===== src/length_prefixed_frame_receiver_top_macros.svh =====
// Assertion macros for the length-prefixed frame receiver.
`ifndef LENGTH_PREFIXED_FRAME_RECEIVER_TOP_MACROS_SVH
`define LENGTH_PREFIXED_FRAME_RECEIVER_TOP_MACROS_SVH

// Condition must never be true outside reset.
`define LPFR_ASSERT_NEVER(label, cond) \
  label: assert property (@(posedge clk) disable iff (!rst_n) !(cond)) \
    else $error("lpfr assertion failed");

// Antecedent in one cycle implies consequent in the next.
`define LPFR_ASSERT_NEXT(label, ante, cons) \
  label: assert property (@(posedge clk) disable iff (!rst_n) (ante) |=> (cons)) \
    else $error("lpfr assertion failed");

// Antecedent implies consequent in the same cycle.
`define LPFR_ASSERT_SAME(label, ante, cons) \
  label: assert property (@(posedge clk) disable iff (!rst_n) (ante) |-> (cons)) \
    else $error("lpfr assertion failed");

`endif


===== src/lpfr_pkg.sv =====
// Shared types and constants for the length-prefixed frame receiver.
package lpfr_pkg;

  localparam logic [7:0] HEADER_RESET    = 8'd90;
  localparam logic [7:0] MASK_RESET      = 8'd127;
  localparam logic [7:0] PAYLOAD_START   = 8'd5;

  localparam int unsigned FIFO_DEPTH     = 4;
  localparam int unsigned FIFO_AW        = $clog2(FIFO_DEPTH);
  localparam int unsigned FIFO_CW        = FIFO_AW + 1;

  // Configuration register indexes
  localparam logic REG_HEADER = 1'b0;
  localparam logic REG_MASK   = 1'b1;

  typedef enum logic [1:0] {
    PH_HUNT    = 2'd0,
    PH_LEN     = 2'd1,
    PH_CONTENT = 2'd2,
    PH_SUM     = 2'd3
  } phase_t;

  typedef enum logic {
    KIND_PAYLOAD = 1'b0,
    KIND_END     = 1'b1
  } kind_t;

  typedef enum logic [1:0] {
    ST_OK       = 2'd0,
    ST_BAD_SUM  = 2'd1,
    ST_SHORT    = 2'd2,
    ST_UNUSED   = 2'd3
  } status_t;

  // One queued result, command not yet masked
  typedef struct packed {
    kind_t       kind;
    logic [7:0]  data;
    logic [7:0]  command;
    logic [7:0]  plen;
    status_t     status;
  } entry_t;

  // Queue state seen by the back end
  typedef struct packed {
    logic                 valid;
    logic [FIFO_CW-1:0]   level;
  } q_stat_t;

endpackage


===== src/lpfr_front.sv =====
// Front end: frame parser that classifies each received byte and queues results.
module lpfr_front (
  input  logic                 clk,
  input  logic                 rst_n,
  input  logic [7:0]           header_byte,
  input  logic                 in_tvalid,
  output logic                 in_tready,
  input  logic [7:0]           in_tdata,
  input  logic                 q_full,
  output logic                 push,
  output lpfr_pkg::entry_t     push_entry
);

  lpfr_pkg::phase_t phase_r, phase_nxt;
  logic [7:0] len_r, len_nxt;
  logic [7:0] pos_r, pos_nxt;
  logic [7:0] sum_r, sum_nxt;
  logic [7:0] cmd_r, cmd_nxt;
  logic       accept;
  logic [8:0] pos_inc;

  assign in_tready = rst_n && !q_full;
  assign accept    = in_tvalid && in_tready;
  assign pos_inc   = {1'b0, pos_r} + 9'd1;

  always_ff @(posedge clk) begin
    if (!rst_n) begin
      phase_r <= lpfr_pkg::PH_HUNT;
      len_r   <= '0;
      pos_r   <= '0;
      sum_r   <= '0;
      cmd_r   <= '0;
    end else begin
      phase_r <= phase_nxt;
      len_r   <= len_nxt;
      pos_r   <= pos_nxt;
      sum_r   <= sum_nxt;
      cmd_r   <= cmd_nxt;
    end
  end

  always_comb begin
    phase_nxt  = phase_r;
    len_nxt    = len_r;
    pos_nxt    = pos_r;
    sum_nxt    = sum_r;
    cmd_nxt    = cmd_r;
    push       = 1'b0;
    push_entry = '{kind: lpfr_pkg::KIND_PAYLOAD, data: in_tdata, command: cmd_r,
                   plen: 8'd0, status: lpfr_pkg::ST_OK};
    if (accept) begin
      case (phase_r)
        lpfr_pkg::PH_HUNT: begin
          if (in_tdata == header_byte) begin
            phase_nxt = lpfr_pkg::PH_LEN;
            len_nxt   = '0;
            pos_nxt   = '0;
            sum_nxt   = '0;
            cmd_nxt   = '0;
          end
        end
        lpfr_pkg::PH_LEN: begin
          len_nxt   = in_tdata;
          pos_nxt   = '0;
          sum_nxt   = in_tdata;
          phase_nxt = (in_tdata == 8'd0) ? lpfr_pkg::PH_SUM : lpfr_pkg::PH_CONTENT;
        end
        lpfr_pkg::PH_CONTENT: begin
          // last content byte is left out of the sum
          if (pos_inc < {1'b0, len_r}) sum_nxt = sum_r + in_tdata;
          if (pos_r == 8'd0) begin
            cmd_nxt            = in_tdata;
            push_entry.command = in_tdata;
          end
          if (pos_r >= lpfr_pkg::PAYLOAD_START) push = 1'b1;
          pos_nxt = pos_inc[7:0];
          if (pos_inc >= {1'b0, len_r}) phase_nxt = lpfr_pkg::PH_SUM;
        end
        lpfr_pkg::PH_SUM: begin
          push            = 1'b1;
          push_entry.kind = lpfr_pkg::KIND_END;
          push_entry.data = 8'd0;
          if (len_r < lpfr_pkg::PAYLOAD_START) begin
            push_entry.status = lpfr_pkg::ST_SHORT;
          end else begin
            push_entry.plen   = len_r - lpfr_pkg::PAYLOAD_START;
            push_entry.status = (sum_r == in_tdata) ? lpfr_pkg::ST_OK
                                                    : lpfr_pkg::ST_BAD_SUM;
          end
          phase_nxt = lpfr_pkg::PH_HUNT;
        end
        default: phase_nxt = lpfr_pkg::PH_HUNT;
      endcase
    end
  end

endmodule


===== src/lpfr_fifo.sv =====
// Short result queue between parser and output stage.
module lpfr_fifo (
  input  logic                 clk,
  input  logic                 rst_n,
  input  logic                 push,
  input  lpfr_pkg::entry_t     push_entry,
  output logic                 full,
  input  logic                 pop,
  output lpfr_pkg::entry_t     head,
  output lpfr_pkg::q_stat_t    stat
);

  lpfr_pkg::entry_t mem_r [lpfr_pkg::FIFO_DEPTH];
  logic [lpfr_pkg::FIFO_AW-1:0] wptr_r, rptr_r;
  logic [lpfr_pkg::FIFO_CW-1:0] cnt_r, cnt_nxt;
  logic do_push, do_pop;

  assign full    = (cnt_r == lpfr_pkg::FIFO_CW'(lpfr_pkg::FIFO_DEPTH));
  assign do_push = push && !full;
  assign do_pop  = pop && (cnt_r != '0);
  assign head    = mem_r[rptr_r];
  assign stat    = '{valid: (cnt_r != '0), level: cnt_r};

  always_comb begin
    cnt_nxt = cnt_r;
    if (do_push && !do_pop) cnt_nxt = cnt_r + 1'b1;
    else if (do_pop && !do_push) cnt_nxt = cnt_r - 1'b1;
  end

  always_ff @(posedge clk) begin
    if (do_push) mem_r[wptr_r] <= push_entry;
  end

  always_ff @(posedge clk) begin
    if (!rst_n) begin
      wptr_r <= '0;
      rptr_r <= '0;
      cnt_r  <= '0;
    end else begin
      if (do_push) wptr_r <= wptr_r + 1'b1;
      if (do_pop)  rptr_r <= rptr_r + 1'b1;
      cnt_r <= cnt_nxt;
    end
  end

endmodule


===== src/lpfr_back.sv =====
// Back end: applies the command mask and holds the result beat for the sink.
module lpfr_back (
  input  logic                 clk,
  input  logic                 rst_n,
  input  logic [7:0]           command_mask,
  input  lpfr_pkg::q_stat_t    q_stat,
  input  lpfr_pkg::entry_t     head,
  output logic                 pop,
  output logic                 out_tvalid,
  input  logic                 out_tready,
  output logic [31:0]          out_tdata,
  output logic                 out_tuser
);

  logic             valid_r;
  lpfr_pkg::entry_t res_r;

  assign pop        = q_stat.valid && (!valid_r || out_tready);
  assign out_tvalid = valid_r;
  assign out_tuser  = res_r.kind;
  assign out_tdata  = {6'd0, res_r.status, res_r.plen, res_r.command, res_r.data};

  always_ff @(posedge clk) begin
    if (!rst_n) begin
      valid_r <= 1'b0;
    end else if (pop) begin
      valid_r <= 1'b1;
    end else if (out_tready) begin
      valid_r <= 1'b0;
    end
  end

  always_ff @(posedge clk) begin
    if (pop) begin
      res_r <= '{kind: head.kind, data: head.data, command: head.command & command_mask,
                 plen: head.plen, status: head.status};
    end
  end

endmodule


===== src/length_prefixed_frame_receiver_top.sv =====
// Top level of the length-prefixed frame receiver.
// Takes one received byte per beat and emits payload bytes and a frame-end beat per frame
// (tuser 0 payload, 1 frame end). One byte is accepted every cycle: the parser handles a
// byte as it arrives and a four-entry queue plus an output register carry results, so
// in_tready drops only in reset or when the queue is full because the sink is stalling. A
// result beat is queued when its byte is accepted and registered in the output register
// before it is offered. Configuration (index 0 header byte, index 1 command mask) is
// accepted whenever out of reset and should be written only while the block is idle.
`include "length_prefixed_frame_receiver_top_macros.svh"
module length_prefixed_frame_receiver_top (
  input  logic        clk,
  input  logic        rst_n,
  input  logic        in_tvalid,
  output logic        in_tready,
  input  logic [7:0]  in_tdata,    // [7:0] received_byte
  output logic        out_tvalid,
  input  logic        out_tready,
  output logic [31:0] out_tdata,   // [7:0] payload_byte, [15:8] command_type,
                                   // [23:16] payload_length, [25:24] frame_status, zeros
  output logic        out_tuser,   // [0] result_kind
  input  logic        cfg_valid,
  output logic        cfg_ready,
  input  logic        cfg_index,
  input  logic [7:0]  cfg_data
);

  logic [7:0] header_r;
  logic [7:0] mask_r;
  logic              q_full;
  logic              push;
  lpfr_pkg::entry_t  push_entry;
  logic              pop;
  lpfr_pkg::entry_t  head;
  lpfr_pkg::q_stat_t q_stat;

  assign cfg_ready = rst_n;

  always_ff @(posedge clk) begin
    if (!rst_n) begin
      header_r <= lpfr_pkg::HEADER_RESET;
      mask_r   <= lpfr_pkg::MASK_RESET;
    end else if (cfg_valid) begin
      case (cfg_index)
        lpfr_pkg::REG_HEADER: header_r <= cfg_data;
        lpfr_pkg::REG_MASK:   mask_r   <= cfg_data;
        default: ;
      endcase
    end
  end

  lpfr_front u_front (
    .clk        (clk),
    .rst_n      (rst_n),
    .header_byte(header_r),
    .in_tvalid  (in_tvalid),
    .in_tready  (in_tready),
    .in_tdata   (in_tdata),
    .q_full     (q_full),
    .push       (push),
    .push_entry (push_entry)
  );

  lpfr_fifo u_fifo (
    .clk       (clk),
    .rst_n     (rst_n),
    .push      (push),
    .push_entry(push_entry),
    .full      (q_full),
    .pop       (pop),
    .head      (head),
    .stat      (q_stat)
  );

  lpfr_back u_back (
    .clk         (clk),
    .rst_n       (rst_n),
    .command_mask(mask_r),
    .q_stat      (q_stat),
    .head        (head),
    .pop         (pop),
    .out_tvalid  (out_tvalid),
    .out_tready  (out_tready),
    .out_tdata   (out_tdata),
    .out_tuser   (out_tuser)
  );

  `LPFR_ASSERT_NEVER(a_q_level, q_stat.level > lpfr_pkg::FIFO_CW'(lpfr_pkg::FIFO_DEPTH))
  `LPFR_ASSERT_NEXT(a_pop_shows, pop, out_tvalid)
  `LPFR_ASSERT_SAME(a_short_len,
    push && push_entry.kind == lpfr_pkg::KIND_END && push_entry.status == lpfr_pkg::ST_SHORT,
    push_entry.plen == 8'd0)
  `LPFR_ASSERT_NEVER(a_push_full, push && q_full)

endmodule


===== config.mk =====
export PLATFORM = sky130hd
export DESIGN_NAME = length_prefixed_frame_receiver_top
export DESIGN_NICKNAME = d
export VERILOG_FILES = /design/src/lpfr_pkg.sv /design/src/lpfr_front.sv /design/src/lpfr_fifo.sv /design/src/lpfr_back.sv /design/src/length_prefixed_frame_receiver_top.sv
export VERILOG_INCLUDE_DIRS = /design/src /design/src/src
export SDC_FILE = /design/constraint.sdc
export NUM_CORES = 1
export LEC_CHECK = 0
export ABC_CLOCK_PERIOD_IN_PS = 8100
export BUFFER_PORTS_ARGS = -buffer_cell sky130_fd_sc_hd__buf_2
export CAP_MARGIN = 10
export CORE_MARGIN = 10
export CORE_UTILIZATION = 33
export DETAILED_ROUTE_END_ITERATION = 10
export PLACE_DENSITY_LB_ADDON = 0.25
export RECOVER_POWER = 100
export SLEW_MARGIN = 10
export SYNTH_ARGS = -nofsm -noshare
export SYNTH_HDL_FRONTEND = slang
export SYNTH_SLANG_ARGS = --single-unit

===== constraint.sdc =====
create_clock -name clk -period 8.1 [get_ports clk]
set_input_delay 0.81 -clock clk [delete_from_list [all_inputs] [get_ports clk]]
set_output_delay 0.81 -clock clk [all_outputs]
set_load 0.02 [all_outputs]

# Word level (Yosys, flattened, before mapping)
# Memory sizes are Yosys's and may differ from the RTL's. A register that Yosys moved wholly into a read port is not among the register bits.
# Cells that the tools add are included.
[totals] regBits=85 ram_bits=108 input_bits=22 output_inout_bits=36 word_cells=96 memories=1
[mem_list] memory="u_fifo.mem_r" words=4 width=27 read_ports=1 rd_clocked_by_memory_dff=1 wr=1 line_no="lpfr_fifo.sv:13" source="lpfr_pkg::entry_t mem_r [lpfr_pkg::FIFO_DEPTH];"
[classes] n_addsub=7 n_lt_le_gt_ge=4 n_eq_ne=9 n_mux=29 bitwise_logic=2 n_reduce_logical=28
[op_table] operator="$pmux W8 S3" n=2
[op_table] operator="$mux W8" n=5
[op_table] operator="$pmux W8 S2" n=2
[op_table] operator="$mux W27" n=1
[op_table] operator="$eq A8 B8 Y1" n=2
[op_table] operator="$logic_not A8 Y1" n=2
[op_table] operator="$reduce_and A3 Y1" n=4
[op_table] operator="$mux W10" n=1
[op_table] operator="$mux W2" n=5
[op_table] operator="$add A8 B1 Y9 const B" n=1
[op_table] operator="$ge A9 B8 Y1" n=1
[op_table] operator="$lt A9 B8 Y1" n=1
[op_table] operator="$mux W9" n=1
[op_table] operator="$add A8 B8 Y8" n=1
[op_table] operator="$and A8 B8 Y8" n=1
[op_table] operator="$ge A8 B3 Y1 const B" n=1
[op_table] operator="$lt A8 B3 Y1 const B" n=1
[op_table] operator="$mux W1" n=8
[op_table] operator="$pmux W2 S4" n=1
[op_table] operator="$reduce_bool A2 Y1" n=4
[op_table] operator="$sub A8 B3 Y8 const B" n=1
[op_table] operator="$logic_and A1 B1 Y1" n=7
[op_table] operator="$mux W3" n=2
[op_table] operator="$ne A2 B1 Y1 const B" n=3
[op_table] operator="other kinds (14)" n=21

# Depth between registers and ports, before layout
[depth] depth_word=10 depth_mapped=13 ltp_nobuf=13

# Cells and area by module
# From an unflattened synthesis, not the netlist that was laid out.
[hier_totals] hier_cells=670 hier_area_um2=8928.6
[modules_own_cells] module="lpfr_fifo" n_inst=1 cells_per_inst=189 area_per_inst_um2=4430.5 seq_area_each_um2=3423.3
[modules_own_cells] module="lpfr_front" n_inst=1 cells_per_inst=362 area_per_inst_um2=2887.8 seq_area_each_um2=680.7
[modules_own_cells] module="lpfr_back" n_inst=1 cells_per_inst=46 area_per_inst_um2=957.2 seq_area_each_um2=830.8
[modules_own_cells] module="length_prefixed_frame_receiver_top" n_inst=1 cells_per_inst=73 area_per_inst_um2=653.1 seq_area_each_um2=320.3

# Least setup slack after synthesis
# No wires, ideal clock.
[synth_timing] path_type="input to register" from="input port out_tready" to="register u_fifo.cnt_r[2] (netlist bit)" setup_ns=0.070 arrival_time_ns=3.466 required_ns=8.030 slack_ns=4.565 cell_stages=9 n_path_buf=0 cell_sequence="inv_1 a21oi_1 inv_1 ha_1 inv_1 fa_1 xor2_1 or3_1 a21oi_1"
[synth_via] elab_chain_len=6 elab_cells_between_ends=8 classes_between="mux: 1; reduce/logical: 7"
[synth_lines] item="start, declared" line_no="length_prefixed_frame_receiver_top.sv:17" source="input logic out_tready,"
[synth_lines] item="$logic_or A1 B1 Y1 (*)" line_no="lpfr_back.sv:18" source="assign pop = q_stat.valid && (!valid_r || out_tready);"
[synth_lines] item="$logic_and A1 B1 Y1 (*)" line_no="lpfr_back.sv:18"
[synth_lines] item="net pop" line_no="length_prefixed_frame_receiver_top.sv:32" source="logic pop;"
[synth_lines] item="$logic_and A1 B1 Y1 (*)" line_no="lpfr_fifo.sv:20" source="assign do_pop = pop && (cnt_r != '0);"
[synth_lines] item="$logic_not A1 Y1" line_no="lpfr_fifo.sv:26" source="if (do_push && !do_pop) cnt_nxt = cnt_r + 1'b1;"
[synth_lines] item="$logic_and A1 B1 Y1" line_no="lpfr_fifo.sv:26"
[synth_lines] item="$mux W3 or $reduce_bool A2 Y1 (tied branches)"
[synth_lines] item="end signal, assigned" line_no="lpfr_fifo.sv:42" source="cnt_r <= cnt_nxt;"
[synth_lines] item="end, declared" line_no="lpfr_fifo.sv:15" source="logic [lpfr_pkg::FIFO_CW-1:0] cnt_r, cnt_nxt;"
# Mark *: on every way through the listed nets, which the timed path passes. The rest lies on a longest branch.
# A chain may end at the register's enable or synchronous reset.

# Final worst setup path
[layout_timing] from="register u_fifo.cnt_r[0] (netlist bit)" to="register u_fifo.cnt_r[2] (netlist bit)"
[layout_via] elab_cells_between_ends=18 classes_between="add/sub: 2; eq/ne: 1; mux: 3; reduce/logical: 12"
[layout_rtl] item="$reduce_bool A3 Y1 (*)" line_no="lpfr_fifo.sv:22" source="assign stat = '{valid: (cnt_r != '0), level: cnt_r};"
[layout_rtl] item="$logic_and A1 B1 Y1 (*)" line_no="lpfr_back.sv:18"
[layout_rtl] item="net pop" line_no="length_prefixed_frame_receiver_top.sv:32"
[layout_rtl] item="$logic_and A1 B1 Y1 (*)" line_no="lpfr_fifo.sv:20"
[layout_rtl] item="$logic_not A1 Y1" line_no="lpfr_fifo.sv:26"
[layout_rtl] item="$logic_and A1 B1 Y1" line_no="lpfr_fifo.sv:26"
[layout_rtl] item="$mux W3 or $reduce_bool A2 Y1 (tied branches)"
# Mark *: on every way through the listed nets, which the timed path passes. The rest lies on a longest branch. The select of a mux whose other input is x is not followed.

==> out/metrics.yaml <==
synthAdderAreaFrac_pct: 4.69
multi_input_area_um2: 2820
grt_pass1_vias: 5098
synth_mux_area_share_pct: 9.60
yosys_warnings: 0
drt_iter0_drc: 290
crit_type: "flip-flop to flip-flop"
fin_setup_tns_ps: 0
violations: "capacitance limit, slew limit"
critPathLaunchType: "flip-flop"
power_w: 0.00248
yosysTopAreaCell: "edfxtp_1"
synthTopCellsByArea: "edfxtp_1 49%, dfxtp_1 14%, mux4_2 7.3%, ha_1 4.2%, nand2_1 2.3%"
cts_tree: "yes"
grt_pass1_wl_um: 28200
final_area_um2: 9430
grt_max_degree: 33
dp.cells: 968
setup_viol: 0
period_needed_ps: 4440
num-nets-final: 709
diodes: 0
instances_no_fill: 1000
die_y_um: 179
vdd_drop_max_uv: 112
cts.clk_slew.worst_paths_ps: 70
netlist_area_um2: 8330
rows: 58
drcViolationCount: 0
hold_buffers: 0
outcome: "complete, but fails checks"
power.static_leakage_nw: 3.33
grt-ovfl-total: 0
cts_setup_buffers: 0
routed_via_density: 4.83
powerDensity_nw_per_um2: 263
cts_made_buffers: 17
dr_total_vias: 4829
synthSimpleGateAreaFrac_pct: 10.1
post_drt_wl_per_cell_um: 18.0
synth_top_cell_area_share_pct: 48.7
nFillCells: 2399
synth-xor-area-share_pct: 3.26
tightest_slew_ps: 3420
ff_latch_area_um2: 5260
antenna_found_initial: 0
areaGrowthSynthToFinish_pct: 13.2
drive_gt1_share_pct: 11.9
synth_compound_area_share_pct: 6.19
ctsResizeCount: 0
finalWorstSetupSlack_ps: 3660
worstPathArrival_ps: 4770
endpoint_kind: "flip-flop"
first_pass_iters: 4
grt_util_all_layers_pct: 11.4
synth-edff-count: 135
placed_area_um2: 8930
ys_ff_latch: 195
cts.path.max_buffers: 2
synth_async_sr_flop_share_pct: 0
seq_area_frac_synth_pct: 63.1
hold_violations: 0
relSlewSlack_pct: -128
synthFlopType: "edfxtp_1"
htree_levels: 4
synthCells: 604
cts_num_sinks: 195
place.gp.congestion: 0.775
ant_nets: 0
max_freq_mhz: 225
synth_top_family_by_area: "simple AND/OR/NAND/NOR gates"
dp_worst_setup_slack_ps: 4570
ys_types: 56
dp_hpwl_um: 12100
critPathRequiredTime_ps: 8430
clockRootBuffer: "clkbuf_16"
io_pins: 58
timing.max_cap.violations: 7
syn_area_per_cell_um2: 13.8
die_area_um2: 32000
clk_latency_ps: 420
maxSlewViolCount: 204
hold_path.class: "flip-flop to flip-flop"
skew_ps: 8.62
coreArea_um2: 25000
die_width_um: 179
cp_max_fo: 30
start_util_pct: 33.3
min_period_over_period_pct: 54.8
rsz0062_at_grt: "false"
port_buffers: 51
drt-total-wl_um: 18000
final cells by class:
type,instances,area share [%]
Sequential cell,195,55.7
Multi-Input combinational cell,359,29.9
Clock buffer,18,4.55
Tap cell,330,4.38
Timing Repair Buffer,57,2.55
Clock inverter,14,1.78
Inverter,27,1.07
per-layer routing:
metal / vias to the layer above / global-route usage (%) / part of all wire, %
li1: 2306 / - / -
met1: 2433 / 14.2 / 45
met2: 78 / 19.3 / 50
met3: 12 / 2.57 / 3.6
met4: 0 / 3.48 / 1.2
met5: - / 0 / 0
cell usage in the layout, fill, tap and decap left out, types with 9 or more instances in the layout:
cell type and n:
nand3_1 21, clkbuf_16 17, inv_1 26, mux4_2 27, edfxtp_1 135, mux2i_1 9, a22o_1 16, o21ai_0 9
clkbuf_1 39, a21oi_1 21, nor2_1 42, ha_1 28, nor2b_1 15, nand2_1 51, xor2_1 18, dfxtp_1 60
and2_0 9, buf_2 18, xnor2_1 13
Yosys cell counts (2+ instances only):
| library cell | number |
|---|---|
| and2_1 | 15 |
| nand2_1 | 51 |
| mux2i_1 | 9 |
| fa_1 | 2 |
| a31oi_1 | 6 |
| buf_4 | 7 |
| nor4_1 | 6 |
| inv_1 | 26 |
| buf_1 | 3 |
| clkbuf_1 | 10 |
| nor2_1 | 42 |
| xnor2_1 | 13 |
| dfxtp_1 | 60 |
| xor2_1 | 18 |
| nor3_1 | 6 |
| edfxtp_1 | 135 |
| nor2b_1 | 15 |
| a21o_1 | 3 |
| ha_1 | 28 |
| mux2_2 | 9 |
| a21oi_1 | 20 |
| or3_1 | 3 |
| buf_2 | 6 |
| o21a_1 | 2 |
| a22o_1 | 16 |
| mux4_2 | 27 |
| and3_1 | 4 |
| o21ai_0 | 8 |
| or2_2 | 2 |
| nand2b_1 | 2 |
| a22oi_1 | 6 |
| nand3_1 | 20 |
report_power, final:
group          switching [W]  total (W)  leakage (nW)  internal (W)
clock network       0.000381   0.000848         0.293      0.000467
registers          0.0000606    0.00124          1.70       0.00118
logic               0.000260   0.000390          1.34      0.000130
total               0.000703    0.00248          3.33       0.00178
worst paths after layout:
path                    start               end  slack, ps  cells after the start
max           u_fifo.cnt_r[0]   u_fifo.cnt_r[2]       3660                      9
min          u_front.sum_r[5]  u_front.sum_r[5]        460                      2
max reg2reg   u_fifo.cnt_r[0]   u_fifo.cnt_r[2]       3660                      9
min reg2reg  u_front.sum_r[5]  u_front.sum_r[5]        460                      2
kinds of logic after synthesis:
kind of cell	after synthesis
flops	195
simple gates	173
compound gates	74
buf+inv	55
mux	45
xor+xnor	31
fa+ha+maj	30
other cells	1
state kept, by name, summed over array words and instances, names as in the netlist, named ones only:
name               count
u_fifo.wptr_r          2
u_back.out_tuser       1
u_front.sum_r          8
u_front.pos_r          8
u_fifo.cnt_r           3
u_fifo.rptr_r          2
u_front.len_r          8
u_back.out_tvalid      1
u_front.cmd_r          8
header_r               8
u_front.phase_r        2
u_back.out_tdata      26
u_fifo.mem_r         108
mask_r                 8
worst max-delay path, stage by stage, from the launching register on:
cell,delay [ps]
dfxtp_1,420
nor3_1,110
a21oi_1,2510
inv_1,150
ha_1,370
inv_1,70
fa_1,180
xor2_1,70
or3_1,310
a21oi_1,150
per-stage QoR:
step | utilization, % | hold slack, ps
2_1_floorplan | - | 431
3_3_place_gp | 35.7 | 443
3_5_place_dp | 35.7 | 458
4_1_cts | 38.0 | 470
5_1_grt | 37.7 | 493
6_report | 37.7 | 464
(Power assumes the default switching activity.)
